### config.mk
export PLATFORM = sky130hd
export DESIGN_NAME = closable_bounded_fifo_core
export DESIGN_NICKNAME = d
export VERILOG_FILES = /design/src/rtl/cbf_pkg.sv /design/src/rtl/cbf_cell.sv /design/src/rtl/cbf_sat_counter.sv /design/src/rtl/closable_bounded_fifo_core.sv
export SDC_FILE = /design/constraint.sdc
export NUM_CORES = 1
export LEC_CHECK = 0
export BUFFER_PORTS_ARGS = -buffer_cell sky130_fd_sc_hd__buf_2
export CAP_MARGIN = 20
export CORE_UTILIZATION = 55
export CTS_CLUSTER_DIAMETER = 50
export DETAILED_ROUTE_END_ITERATION = 6
export GPL_TIMING_DRIVEN = 0
export PLACE_DENSITY = 0.84
export SLEW_MARGIN = 0
export SYNTH_ARGS = -nofsm -noshare
export SYNTH_HDL_FRONTEND = slang
export SYNTH_SLANG_ARGS = --single-unit
export TNS_END_PERCENT = 100
### constraint.sdc
create_clock -name clk -period 8.95 [get_ports clk]
set_clock_uncertainty 0.05 [all_clocks]
set_input_delay 1.79 -clock clk [delete_from_list [all_inputs] [get_ports clk]]
set_output_delay 1.79 -clock clk [all_outputs]
set_load 0.02 [all_outputs]
### src/rtl/cbf_pkg.sv
// Shared types and codes for the closable bounded FIFO.
// Used by the storage cells, the statistics counters and the top level.
package cbf_pkg;

  // Width of every statistics counter.
  localparam int STAT_W = 32;

  // Command codes carried in the input tuser.
  localparam logic [1:0] CMD_PUSH  = 2'd0;
  localparam logic [1:0] CMD_POP   = 2'd1;
  localparam logic [1:0] CMD_CLOSE = 2'd2;

  // Status codes carried in the output tuser.
  localparam logic [2:0] ST_PUSHED        = 3'd0;
  localparam logic [2:0] ST_FULL          = 3'd1;
  localparam logic [2:0] ST_CLOSED_REJECT = 3'd2;
  localparam logic [2:0] ST_VALUE         = 3'd3;
  localparam logic [2:0] ST_LAST          = 3'd4;
  localparam logic [2:0] ST_DONE          = 3'd5;
  localparam logic [2:0] ST_EMPTY         = 3'd6;

  // Per-cycle control broadcast to every storage cell.
  typedef struct packed {
    logic shift;  // every cell takes its upper neighbor's entry (a pop)
    logic load;   // the cell at the tail slot takes the pushed value
  } cell_ctrl_t;

endpackage

### src/rtl/cbf_cell.sv
// One storage cell of the shifting FIFO chain.
// Depends on cbf_pkg for the cell control struct.
module cbf_cell #(
  parameter int DATA_WIDTH = 32,
  parameter int CNT_W      = 5,
  parameter int INDEX      = 0
) (
  input  logic                    clk,
  input  cbf_pkg::cell_ctrl_t     ctrl,
  input  logic [CNT_W-1:0]        count,
  input  logic [DATA_WIDTH-1:0]   push_data,
  input  logic [DATA_WIDTH-1:0]   upper_data,
  output logic [DATA_WIDTH-1:0]   data
);

  logic at_tail;

  assign at_tail = (count == CNT_W'(INDEX));

  // Payload only; no reset needed since entries are read only after a write.
  always_ff @(posedge clk) begin
    if (ctrl.shift) begin
      data <= upper_data;
    end else if (ctrl.load && at_tail) begin
      data <= push_data;
    end
  end

endmodule

### src/rtl/cbf_sat_counter.sv
// Saturating statistics counter with a look-ahead of its next value.
// Depends on cbf_pkg for the counter width.
module cbf_sat_counter (
  input  logic                       clk,
  input  logic                       rst,
  input  logic                       inc,
  output logic [cbf_pkg::STAT_W-1:0] value,
  output logic [cbf_pkg::STAT_W-1:0] value_next
);

  assign value_next = (inc && (value != '1)) ? value + 1'b1 : value;

  always_ff @(posedge clk) begin
    if (rst) begin
      value <= '0;
    end else begin
      value <= value_next;
    end
  end

endmodule

### src/rtl/closable_bounded_fifo_core.sv
// Top level of the closable bounded FIFO: command decode, occupancy control,
// the chain of storage cells and the registered result beat.
// Depends on cbf_pkg, cbf_cell and cbf_sat_counter.
//
// Usage:
//   The slave side takes one command beat: tuser holds the command (push, pop
//   or close) and tdata holds the value to push. Every accepted command beat
//   yields exactly one result beat on the master side: tuser holds the status
//   and tdata the popped value, the occupancy, the peak occupancy, the four
//   saturating statistics counters and the closed flag.
//   Entries live in a row of DEPTH cells. A push writes the cell at the tail
//   slot; a pop reads cell zero and every cell takes its upper neighbor's
//   entry in the same cycle, so the head is always cell zero.
//   The result is registered: the result of a command accepted at one edge is
//   valid on the master side after that edge. Throughput is one command per
//   cycle while the receiver takes each beat, set by the single output
//   register, which is refilled in the same cycle its beat is taken.
//   When the receiver stalls, the result beat holds and the slave side drops
//   tready until it is taken, so no result is lost or repeated.
//   Reset clears the occupancy, the closed flag, the peak and all counters
//   and empties the output register; the cell contents are not cleared.
module closable_bounded_fifo_core #(
  parameter int DEPTH       = 16,
  parameter int DATA_WIDTH  = 32,
  localparam int CNT_W      = $clog2(DEPTH + 1),
  localparam int IN_W       = ((DATA_WIDTH + 7) / 8) * 8,
  localparam int OUT_BITS   = DATA_WIDTH + 2 * CNT_W + 4 * cbf_pkg::STAT_W + 1,
  localparam int OUT_W      = ((OUT_BITS + 7) / 8) * 8
) (
  input  logic             clk,
  input  logic             rst,
  // Command channel.
  input  logic             s_axis_tvalid,
  output logic             s_axis_tready,
  input  logic [IN_W-1:0]  s_axis_tdata,   // push_value, zero padded
  input  logic [1:0]       s_axis_tuser,   // command
  // Result channel.
  output logic             m_axis_tvalid,
  input  logic             m_axis_tready,
  // From bit 0 up: pop_value, occupancy, peak_occupancy, accepted_total,
  // received_total, full_rejects, closed_rejects, is_closed, zero padding.
  output logic [OUT_W-1:0] m_axis_tdata,
  output logic [2:0]       m_axis_tuser    // status
);

  localparam int SW = cbf_pkg::STAT_W;

  // Control state.
  logic [CNT_W-1:0] count;
  logic [CNT_W-1:0] count_next;
  logic [CNT_W-1:0] peak;
  logic [CNT_W-1:0] peak_next;
  logic             closed;
  logic             closed_next;

  // Command decode.
  logic                  accept;
  logic [DATA_WIDTH-1:0] push_value;
  logic                  is_push;
  logic                  is_pop;
  logic                  is_close;
  logic                  push_ok;
  logic                  push_full;
  logic                  push_closed;
  logic                  pop_ok;
  logic [2:0]            status_next;
  logic [DATA_WIDTH-1:0] pop_value_next;

  // Statistics.
  logic [SW-1:0] acc_cnt, acc_cnt_next;
  logic [SW-1:0] rcv_cnt, rcv_cnt_next;
  logic [SW-1:0] full_cnt, full_cnt_next;
  logic [SW-1:0] clsd_cnt, clsd_cnt_next;

  // Storage chain.
  cbf_pkg::cell_ctrl_t   cell_ctrl;
  logic [DATA_WIDTH-1:0] cell_data [DEPTH];

  logic [OUT_W-1:0] result_word;

  assign s_axis_tready = !m_axis_tvalid || m_axis_tready;
  assign accept        = s_axis_tvalid && s_axis_tready;
  assign push_value    = s_axis_tdata[DATA_WIDTH-1:0];

  assign is_push  = accept && (s_axis_tuser == cbf_pkg::CMD_PUSH);
  assign is_pop   = accept && (s_axis_tuser == cbf_pkg::CMD_POP);
  assign is_close = accept && (s_axis_tuser == cbf_pkg::CMD_CLOSE);

  // A closed queue rejects a push before fullness is considered.
  assign push_closed = is_push && closed;
  assign push_full   = is_push && !closed && (count >= CNT_W'(DEPTH));
  assign push_ok     = is_push && !closed && (count < CNT_W'(DEPTH));
  assign pop_ok      = is_pop && (count != '0);

  assign cell_ctrl.shift = pop_ok;
  assign cell_ctrl.load  = push_ok;

  always_comb begin
    count_next = count;
    if (push_ok) begin
      count_next = count + 1'b1;
    end else if (pop_ok) begin
      count_next = count - 1'b1;
    end
  end

  assign peak_next   = (count_next > peak) ? count_next : peak;
  assign closed_next = closed || is_close;

  always_comb begin
    status_next    = cbf_pkg::ST_PUSHED;
    pop_value_next = '0;
    case (s_axis_tuser)
      cbf_pkg::CMD_PUSH: begin
        if (closed) begin
          status_next = cbf_pkg::ST_CLOSED_REJECT;
        end else if (count >= CNT_W'(DEPTH)) begin
          status_next = cbf_pkg::ST_FULL;
        end else begin
          status_next = cbf_pkg::ST_PUSHED;
        end
      end
      cbf_pkg::CMD_POP: begin
        if (count != '0) begin
          pop_value_next = cell_data[0];
          // The last value goes out once the queue is closed and drains.
          status_next = (closed && (count_next == '0)) ? cbf_pkg::ST_LAST
                                                       : cbf_pkg::ST_VALUE;
        end else begin
          status_next = closed ? cbf_pkg::ST_DONE : cbf_pkg::ST_EMPTY;
        end
      end
      default: begin
        status_next = cbf_pkg::ST_PUSHED;
      end
    endcase
  end

  cbf_sat_counter u_acc_cnt (
    .clk(clk), .rst(rst), .inc(push_ok), .value(acc_cnt), .value_next(acc_cnt_next)
  );
  cbf_sat_counter u_rcv_cnt (
    .clk(clk), .rst(rst), .inc(pop_ok), .value(rcv_cnt), .value_next(rcv_cnt_next)
  );
  cbf_sat_counter u_full_cnt (
    .clk(clk), .rst(rst), .inc(push_full), .value(full_cnt),
    .value_next(full_cnt_next)
  );
  cbf_sat_counter u_clsd_cnt (
    .clk(clk), .rst(rst), .inc(push_closed), .value(clsd_cnt),
    .value_next(clsd_cnt_next)
  );

  // Row of cells; the top cell takes zeros on a shift.
  for (genvar i = 0; i < DEPTH; i++) begin : g_cell
    logic [DATA_WIDTH-1:0] upper;
    if (i == DEPTH - 1) begin : g_top
      assign upper = '0;
    end else begin : g_mid
      assign upper = cell_data[i+1];
    end
    cbf_cell #(
      .DATA_WIDTH(DATA_WIDTH),
      .CNT_W     (CNT_W),
      .INDEX     (i)
    ) u_cell (
      .clk       (clk),
      .ctrl      (cell_ctrl),
      .count     (count),
      .push_data (push_value),
      .upper_data(upper),
      .data      (cell_data[i])
    );
  end

  always_comb begin
    result_word = '0;
    result_word[OUT_BITS-1:0] = {closed_next, clsd_cnt_next, full_cnt_next,
                                 rcv_cnt_next, acc_cnt_next, peak_next,
                                 count_next, pop_value_next};
  end

  always_ff @(posedge clk) begin
    if (rst) begin
      count         <= '0;
      peak          <= '0;
      closed        <= 1'b0;
      m_axis_tvalid <= 1'b0;
    end else begin
      count  <= count_next;
      peak   <= peak_next;
      closed <= closed_next;
      if (accept) begin
        m_axis_tvalid <= 1'b1;
      end else if (m_axis_tready) begin
        m_axis_tvalid <= 1'b0;
      end
    end
  end

  // Result payload; loaded only with an accepted command.
  always_ff @(posedge clk) begin
    if (accept) begin
      m_axis_tdata <= result_word;
      m_axis_tuser <= status_next;
    end
  end

  // The occupancy never exceeds the number of cells.
  a_count_bound: assert property (@(posedge clk) disable iff (rst)
    count <= CNT_W'(DEPTH))
    else $error("occupancy exceeds depth");

  // The peak never falls below the current occupancy.
  a_peak_covers: assert property (@(posedge clk) disable iff (rst)
    peak >= count)
    else $error("peak below occupancy");

  // Once closed, the queue stays closed until reset.
  a_closed_sticky: assert property (@(posedge clk) disable iff (rst)
    closed |=> closed)
    else $error("closed flag dropped");

  // A push into a closed queue reports a closed reject and keeps the occupancy.
  a_closed_push: assert property (@(posedge clk) disable iff (rst)
    push_closed |=> (m_axis_tuser == cbf_pkg::ST_CLOSED_REJECT) && $stable(count))
    else $error("closed push not rejected");

endmodule
# Word level (Yosys, flattened, before mapping)

Cells that the tools add are included.

Output and inout port bits: 181
Register bits after elaboration: 826
Logic and storage cells: 157
Input bits: 38

Mux-type cells: 45
Magnitude comparators: 3
$add $sub $neg: 6
Reduce and logical (&&, ||, !) cells: 55
Eq/ne operators: 21

Operator list:

| kind                                                                   | number |
|---|---|
| 32-bit 2-to-1 mux                                                      | 34 |
| 32-bit by 1-bit adder with 32-bit output (second input constant)       | 4 |
| 32-bit != test (second input constant)                                 | 4 |
| 5-bit by 4-bit equality test with 1-bit output (second input constant) | 8 |
| 2-bit nonzero test                                                     | 16 |
| 1-bit logical AND                                                      | 30 |
| 5-bit by 3-bit equality test with 1-bit output (second input constant) | 4 |
| 5-bit 2-to-1 mux                                                       | 3 |
| 5-bit by 2-bit equality test with 1-bit output (second input constant) | 2 |
| 5-bit zero test                                                        | 2 |
| 3-bit 2-to-1 mux                                                       | 2 |
| 3-bit case mux with 2 select lines                                     | 1 |
| 5-bit by 1-bit adder with 5-bit output (second input constant)         | 1 |
| 5-bit by 1-bit equality test with 1-bit output (second input constant) | 1 |
| 5-bit >= comparator (second input constant)                            | 1 |
| 5-bit > comparator                                                     | 1 |
| 5-bit < comparator (second input constant)                             | 1 |
| 5-bit nonzero test                                                     | 1 |
| 5-bit by 1-bit subtractor with 5-bit output (second input constant)    | 1 |
| 2-bit 2-to-1 mux                                                       | 2 |
| 1-bit 2-to-1 mux                                                       | 3 |
| 2-bit by 1-bit equality test with 1-bit output (second input constant) | 1 |
| 2-bit equality test (second input constant)                            | 1 |
| 1-bit zero test                                                        | 2 |
| other kinds (3)                                                        | 4 |

# Logic depth before layout (Yosys ltp)

Depth after elaboration: 12
Depth in mapped cells: 16
Depth with buffers taken out: 13

# Hierarchy

A second synthesis with hierarchy kept.

Cell total of the unflattened synthesis: 2295
Area, all modules: 38519.4 um^2

Modules (own cells, without submodules):

| module                            | sequential area each (um^2) | cells each | area an instance (um^2) | instances |
|---|---|---|---|---|
| cbf_cell at g_cell[10].u_cell ... | 960.9                       | 71         | 1524.0                  | 6 |
| cbf_sat_counter                   | 640.6                       | 206        | 1939.4                  | 4 |
| closable_bounded_fifo_core        | 5465.2                      | 339        | 6406.1                  | 1 |
| cbf_cell at g_cell[1].u_cell ...  | 960.9                       | 71         | 1522.7                  | 4 |
| cbf_cell at g_cell[11].u_cell ... | 960.9                       | 70         | 1520.2                  | 3 |
| cbf_cell at g_cell[12].u_cell     | 960.9                       | 71         | 1521.5                  | 1 |
| cbf_cell at g_cell[0].u_cell      | 960.9                       | 71         | 1520.2                  | 1 |
| cbf_cell at g_cell[3].u_cell      | 960.9                       | 70         | 1519.0                  | 1 |

# Worst setup path before layout

Ideal clock, no wire load.

Path kind: input port to flip-flop
Start: input port m_axis_tready
End: register m_axis_tdata[37], data pin
Path slack: 1.216 ns
Required time: 8.628 ns
Path buffers: 0
Data arrival time: 7.412 ns
Library setup time: 0.272 ns
Stages on the path: 11
Cell sequence: and2b_1 > inv_2 > nand2_1 > inv_1 > a41o_1 > o31ai_1 > ha_1 > nor2_1 > a31oi_1 > and2_1 > a21oi_1

Cells in the longest elaborated chain, start to end: 8
Elaborated cells on any way between the ends: 11
Those cells by class: 1 x order compare; 3 x mux; 7 x reduce/logical

RTL lines:

| what                                                  | RTL line                                                            | source |
|---|---|---|
| from (decl)                                           | closable_bounded_fifo_core.sv:39                                    | `input logic m_axis_tready,` |
| 1-bit logical OR (*)                                  | closable_bounded_fifo_core.sv:81                                    | `assign s_axis_tready = !m_axis_tvalid \|\| m_axis_tready;` |
| via s_axis_tready                                     | closable_bounded_fifo_core.sv:34                                    | `output logic s_axis_tready,` |
| 1-bit logical AND (*)                                 | closable_bounded_fifo_core.sv:82                                    | `assign accept = s_axis_tvalid && s_axis_tready;` |
| via accept                                            | closable_bounded_fifo_core.sv:57                                    | `logic accept;` |
| 1-bit logical AND, on equally long branches           | closable_bounded_fifo_core.sv:86, closable_bounded_fifo_core.sv:85  |  |
| 1-bit logical AND, on equally long branches           | closable_bounded_fifo_core.sv:93, closable_bounded_fifo_core.sv:92  |  |
| 5-bit 2-to-1 mux or 1-bit logical AND (tied branches) | closable_bounded_fifo_core.sv:102, closable_bounded_fifo_core.sv:92 |  |
| 5-bit 2-to-1 mux (*)                                  | closable_bounded_fifo_core.sv:100                                   | `if (push_ok) begin` |
| via count_next[4]                                     | closable_bounded_fifo_core.sv:50                                    | `logic [CNT_W-1:0] count_next;` |
| 5-bit > comparator (*)                                | closable_bounded_fifo_core.sv:107                                   | `assign peak_next = (count_next > peak) ? count_next : peak;` |
| 5-bit 2-to-1 mux (*)                                  | closable_bounded_fifo_core.sv:107                                   |  |
| via peak_next[0]                                      | closable_bounded_fifo_core.sv:52                                    | `logic [CNT_W-1:0] peak_next;` |
| to (signal assigned)                                  | closable_bounded_fifo_core.sv:204                                   | `m_axis_tdata <= result_word;` |
| to (decl)                                             | closable_bounded_fifo_core.sv:42                                    | `output logic [OUT_W-1:0] m_axis_tdata,` |

The timed path passes the listed nets; every way through them passes the cells marked *.
A chain may end at the register's enable or synchronous reset.

# Worst setup path after layout

Start: input port s_axis_tuser[0]
End: register m_axis_tdata[37], data pin

Cells in the longest elaborated chain, start to end: 7
Elaborated cells on any way between the ends: 11
Those cells by class: 1 x order compare; 1 x eq/ne; 3 x mux; 6 x reduce/logical

RTL lines:

| what                                                                              | RTL line                                                            | source |
|---|---|---|
| from (decl)                                                                       | closable_bounded_fifo_core.sv:36                                    | `input logic [1:0] s_axis_tuser,` |
| 2-bit by 1-bit equality test with 1-bit output or 2-bit zero test (tied branches) | closable_bounded_fifo_core.sv:86, closable_bounded_fifo_core.sv:85  |  |
| 1-bit logical AND, on equally long branches                                       | closable_bounded_fifo_core.sv:86, closable_bounded_fifo_core.sv:85  |  |
| 1-bit logical AND, on equally long branches                                       | closable_bounded_fifo_core.sv:93, closable_bounded_fifo_core.sv:92  |  |
| 5-bit 2-to-1 mux or 1-bit logical AND (tied branches)                             | closable_bounded_fifo_core.sv:102, closable_bounded_fifo_core.sv:92 |  |
| 5-bit 2-to-1 mux (*)                                                              | closable_bounded_fifo_core.sv:100                                   |  |
| via count_next[3]                                                                 | closable_bounded_fifo_core.sv:50                                    |  |
| 5-bit > comparator (*)                                                            | closable_bounded_fifo_core.sv:107                                   |  |
| 5-bit 2-to-1 mux (*)                                                              | closable_bounded_fifo_core.sv:107                                   |  |
| via peak_next[0]                                                                  | closable_bounded_fifo_core.sv:52                                    |  |

Marks and branches as above.

==> flow_results.org <==
** Layout
- Leaving out fill and tap cells, the most frequent cell in the layout is sky130_fd_sc_hd__nand2_1.
- In the final layout, flip-flops and latches occupy 23080 µm².
- In the final layout, the multi-input gates occupy 9102 µm².
- Number of nets in the layout :: 3157
- Of the cells placed in the final design, the portion with a size suffix greater than 1 is 13.01%.
- Relative to the synthesized area, the layout overhead comes to 15.21%.
- Commonest cells after routing, fill and taps aside :: sky130_fd_sc_hd__nand2_1 (1105), sky130_fd_sc_hd__edfxtp_1 (654), sky130_fd_sc_hd__buf_2 (230)
- Layout filler cell count :: slightly above 4000

** CTS
- The number of setup buffers added after CTS is 0.
- Counting along the longest clock path gives a buffer depth of 3.
- Cell at the root of the clock tree :: sky130_fd_sc_hd__clkbuf_16
- Clock latency on the worst-skew pair :: approximately 0.62 ns
- CTS resizes :: 0
- Counting every sink on the clock net gives 826.
- Number of H-tree levels :: 3
- Buffers inserted during clock tree synthesis total 79.
- After clock tree synthesis, the clock-pin slew on the worst setup and hold paths is 0.06 ns.
- In this run, post-CTS hold repair placed 0 buffers.
- TritonCTS built the clock tree.

** Floorplan
- 219 I/O pins were placed.
- The die covers 60450 µm².
- Once the floorplan was initialized, standard cells occupied a little under three fifths of the core.
- Row generation in the floorplan step produced 89 rows.
- The core region is roughly 60000 µm².
- Die X :: 245.9 µm
- In this run the vertical extent of the chip is around 250 µm.

** Run
- The tool flagged a number of max-cap violations equal to 0.

** Logic synthesis
- Yosys printed 0 warnings.
- Synthesized area :: 32710 µm²
- A synthesized cell averages 11.70 µm².
- Counting flops with an async set or reset pin after synthesis yields a share of 0%.
- Count of distinct cell types in the synthesized netlist :: 65
- In this run, synthesis produced a sequential element count of 826.
- After synthesis, flip-flops and latches occupy 70.57% of the total area.
- Commonest register cell after synthesis :: sky130_fd_sc_hd__edfxtp_1
- The synthesized design contains 654 enable-type register cells.
- Synthesized instance count :: 2795

** Routing
- Mean number of vias per cell :: 5.431
- Length of the first detailed-routing pass in iterations :: 6
- In this run the remaining antenna-violating nets after routing total 0.
- Total Routed Length :: ~70000 µm
- Number of design rule violations left after detail routing :: 0
- The routed layout has 21416 vias.
- Drt first-iter violations :: between 1500 and 2000
- Routed length per placed instance :: around 18 µm

** Power
- The share of total power dissipated in combinational logic is 6.3%.
- In this run switching power makes up 22.48% of total power.
- Dividing total power by cell area gives a power density of approximately 210 nW/µm².
- Cell internal pwr :: 6279 µW
- For this design the static power due to leakage is 0.01441 µW.
- Switching pwr :: 1821 µW
- Clock Power Share :: 40.5%
- Across the VDD grid, the largest voltage drop is 0.0002732 V.
- Sequential cells burn 53.2% of the power.

** Critical path
- The worst setup path is captured at a flop.
- On the worst path, the slowest cell contributes a delay of 0.54 ns.
- By instance count, the cell type seen most on the critical path is sky130_fd_sc_hd__buf_2.
- Signal arrival time at the worst endpoint :: about 5.1 ns
- Data required, critical path :: 9.25 ns
- The worst setup path is of the in2reg kind.
- For this design, the slowest cell found on the critical path is sky130_fd_sc_hd__a31oi_1.
- Critical Path Start Type :: input pin
- Walking the worst path, the cells encountered are buf_2 > buf_2 > nor4_1 > nand3_1 > o32ai_1 > xor2_1 > ha_1 > and3_1 > a31oi_1 > and2_1 > a21oi_1.
- Maximum fanout along the worst path :: 10

** Timing
- Setup violations remaining at the end of the flow were counted as 0.
- Of the available clock period, the critical path in the final layout requires 53.21%.
- Adding up every negative setup slack in the final design gives 0 ns.
- Tightest slew margin relative to the limit :: 30.06%
- Measured slew at the worst slew-check pin :: 1.045 ns
- Setup repair after global routing left no endpoint under its margin.
- Final hold analysis gives a worst-case slack of 0.4057 ns.
- The worst path in the final design needs a cycle of 4.762 ns, including I/O delays and setup.
- Number of slew-limit violations in the final report :: 0
- Static timing analysis puts the maximum clock frequency at between 0.2 and 0.25 GHz.
- Hold violation total from the final report :: 0

** GRT
- The total overflow left after global routing is 0.
- Maximum number of pins on one net before global-route repair :: 123
- Number of global-route vias before repair :: 20778
- The initial antenna violation count is 1.
- The first global-routing pass estimated 110500 µm of wire.
- Global routing used 23.46% of the available tracks.

** Worst hold path
- Hold/Removal Path Class :: reg2reg

** Placed design
- Final weighted congestion in routability-driven placement :: 0.8859
- Total half-perimeter wirelength after legalization and detailed placement :: 49480 µm
- Input and output buffers added on the ports amount to 213.

** Outcome
- Status :: complete, no violations
==> final timing paths <==
| path | startpoint | to | slack (ns) | cells after the start |
|---|---|---|---|---|
| worst max register to register | count[1] | g_cell[4].u_cell.data[2] | 4.63 | 10 |
| worst max-delay path | s_axis_tuser[0] | m_axis_tdata[37] | 4.19 | 11 |
| worst min-delay path | g_cell[15].u_cell.data[18] | g_cell[15].u_cell.data[18] | 0.41 | 2 |
| worst min register to register | g_cell[15].u_cell.data[18] | g_cell[15].u_cell.data[18] | 0.41 | 2 |
==> cells by family (layout without fill, tap and decap cells) <==
| kind of cell | after synthesis | count (layout) | share of synthesized area, % |
|---|---|---|---|
| compound gates | 81 | 81 | 1.438 |
| xor+xnor | 127 | 127 | 3.401 |
| fa+ha+maj | 15 | 15 | 0.5738 |
| buf+inv | 173 | 542 | 2.146 |
| flops | 826 | 826 | 70.57 |
| mux | 7 | 7 | 0.2410 |
| other cells | 1 | 7 | 0.01146 |
| simple gates | 1565 | 1565 | 21.62 |
==> state kept, by name, summed over array words and instances, names as in the netlist <==
name and count:
g_cell.u_cell.data 512, m_axis_tdata 171, u_acc_cnt.value 32, u_clsd_cnt.value 32
u_full_cnt.value 32, u_rcv_cnt.value 32, count 5, peak 5
m_axis_tuser 3, closed 1, m_axis_tvalid 1
==> power groups by stage <==
stage                     clock (µW)  sequential, µW  combinational [µW]
after floorplan                    0            4450                 257
after global placement             0            4410                 464
after detailed placement           0            4390                 502
after CTS                       3310            4310                 509
after global routing            3450            4320                 564
final                           3280            4310                 509
==> worst max-delay path: cells and delay by family <==
| kind | cells | cell delay [ns] |
|---|---|---|
| adder cells (fa/ha/maj) | 1 | 0.33 |
| AND/OR/NAND/NOR | 4 | 1.25 |
| buffers and inverters | 2 | 0.33 |
| XOR/XNOR | 1 | 0.46 |
| AO/OA/AOI/OAI | 3 | 0.90 |
==> cells in the mapped netlist, drive strengths merged, types with 26 or more instances <==
| master | instances | area, µm² |
|---|---|---|
| dfxtp | 172 | 3443 |
| nor2b | 135 | 844.6 |
| nor3 | 39 | 205.2 |
| xor2 | 67 | 586.8 |
| nor2 | 43 | 163.9 |
| clkbuf | 116 | 436.7 |
| edfxtp | 654 | 19640 |
| inv | 26 | 97.60 |
| nand2 | 1105 | 4148 |
| buf | 31 | 167.7 |
| and3 | 54 | 337.8 |
| nand3 | 54 | 275.3 |
| nand4 | 41 | 269.0 |
| nor4 | 26 | 232.7 |
| xnor2 | 60 | 525.5 |
| a21oi | 43 | 215.2 |
==> cell type report <==
| class | instances | area share (%) |
|---|---|---|
| inverter | 26 | 0.2789 |
| timing repair buffer | 224 | 3.374 |
| antenna | 2 | 0.01328 |
| clock buffer | 109 | 6.013 |
| sequential | 826 | 61.25 |
| multi-input combinational | 1800 | 24.16 |
| buffer | 147 | 1.604 |
| clock inverter | 36 | 0.7404 |
| tap | 773 | 2.567 |
==> routing by layer <==
layer / wire, µm / vias up / track usage, %
li1: - / 10134 / -
met1: 27990 / 10375 / 29.66
met2: 35480 / 780 / 41.16
met3: 4875 / 127 / 3.449
met4: 1877 / 0 / 8.020
met5: 0 / - / 0
==> through the flow <==
stage	area, µm²	utilization, %	cells	worst slack, ns	total power [µW]
floorplan	32720	-	2799	1.216	4710
global placement	34760	59.00	3785	-0.7373	4870
detailed placement	35120	59.62	3795	3.212	4894
CTS	37670	63.94	3940	3.823	8132
global route	37680	63.96	3942	3.894	8328
finish	37680	63.97	3943	4.188	8099
(Power assumes the default switching activity.)
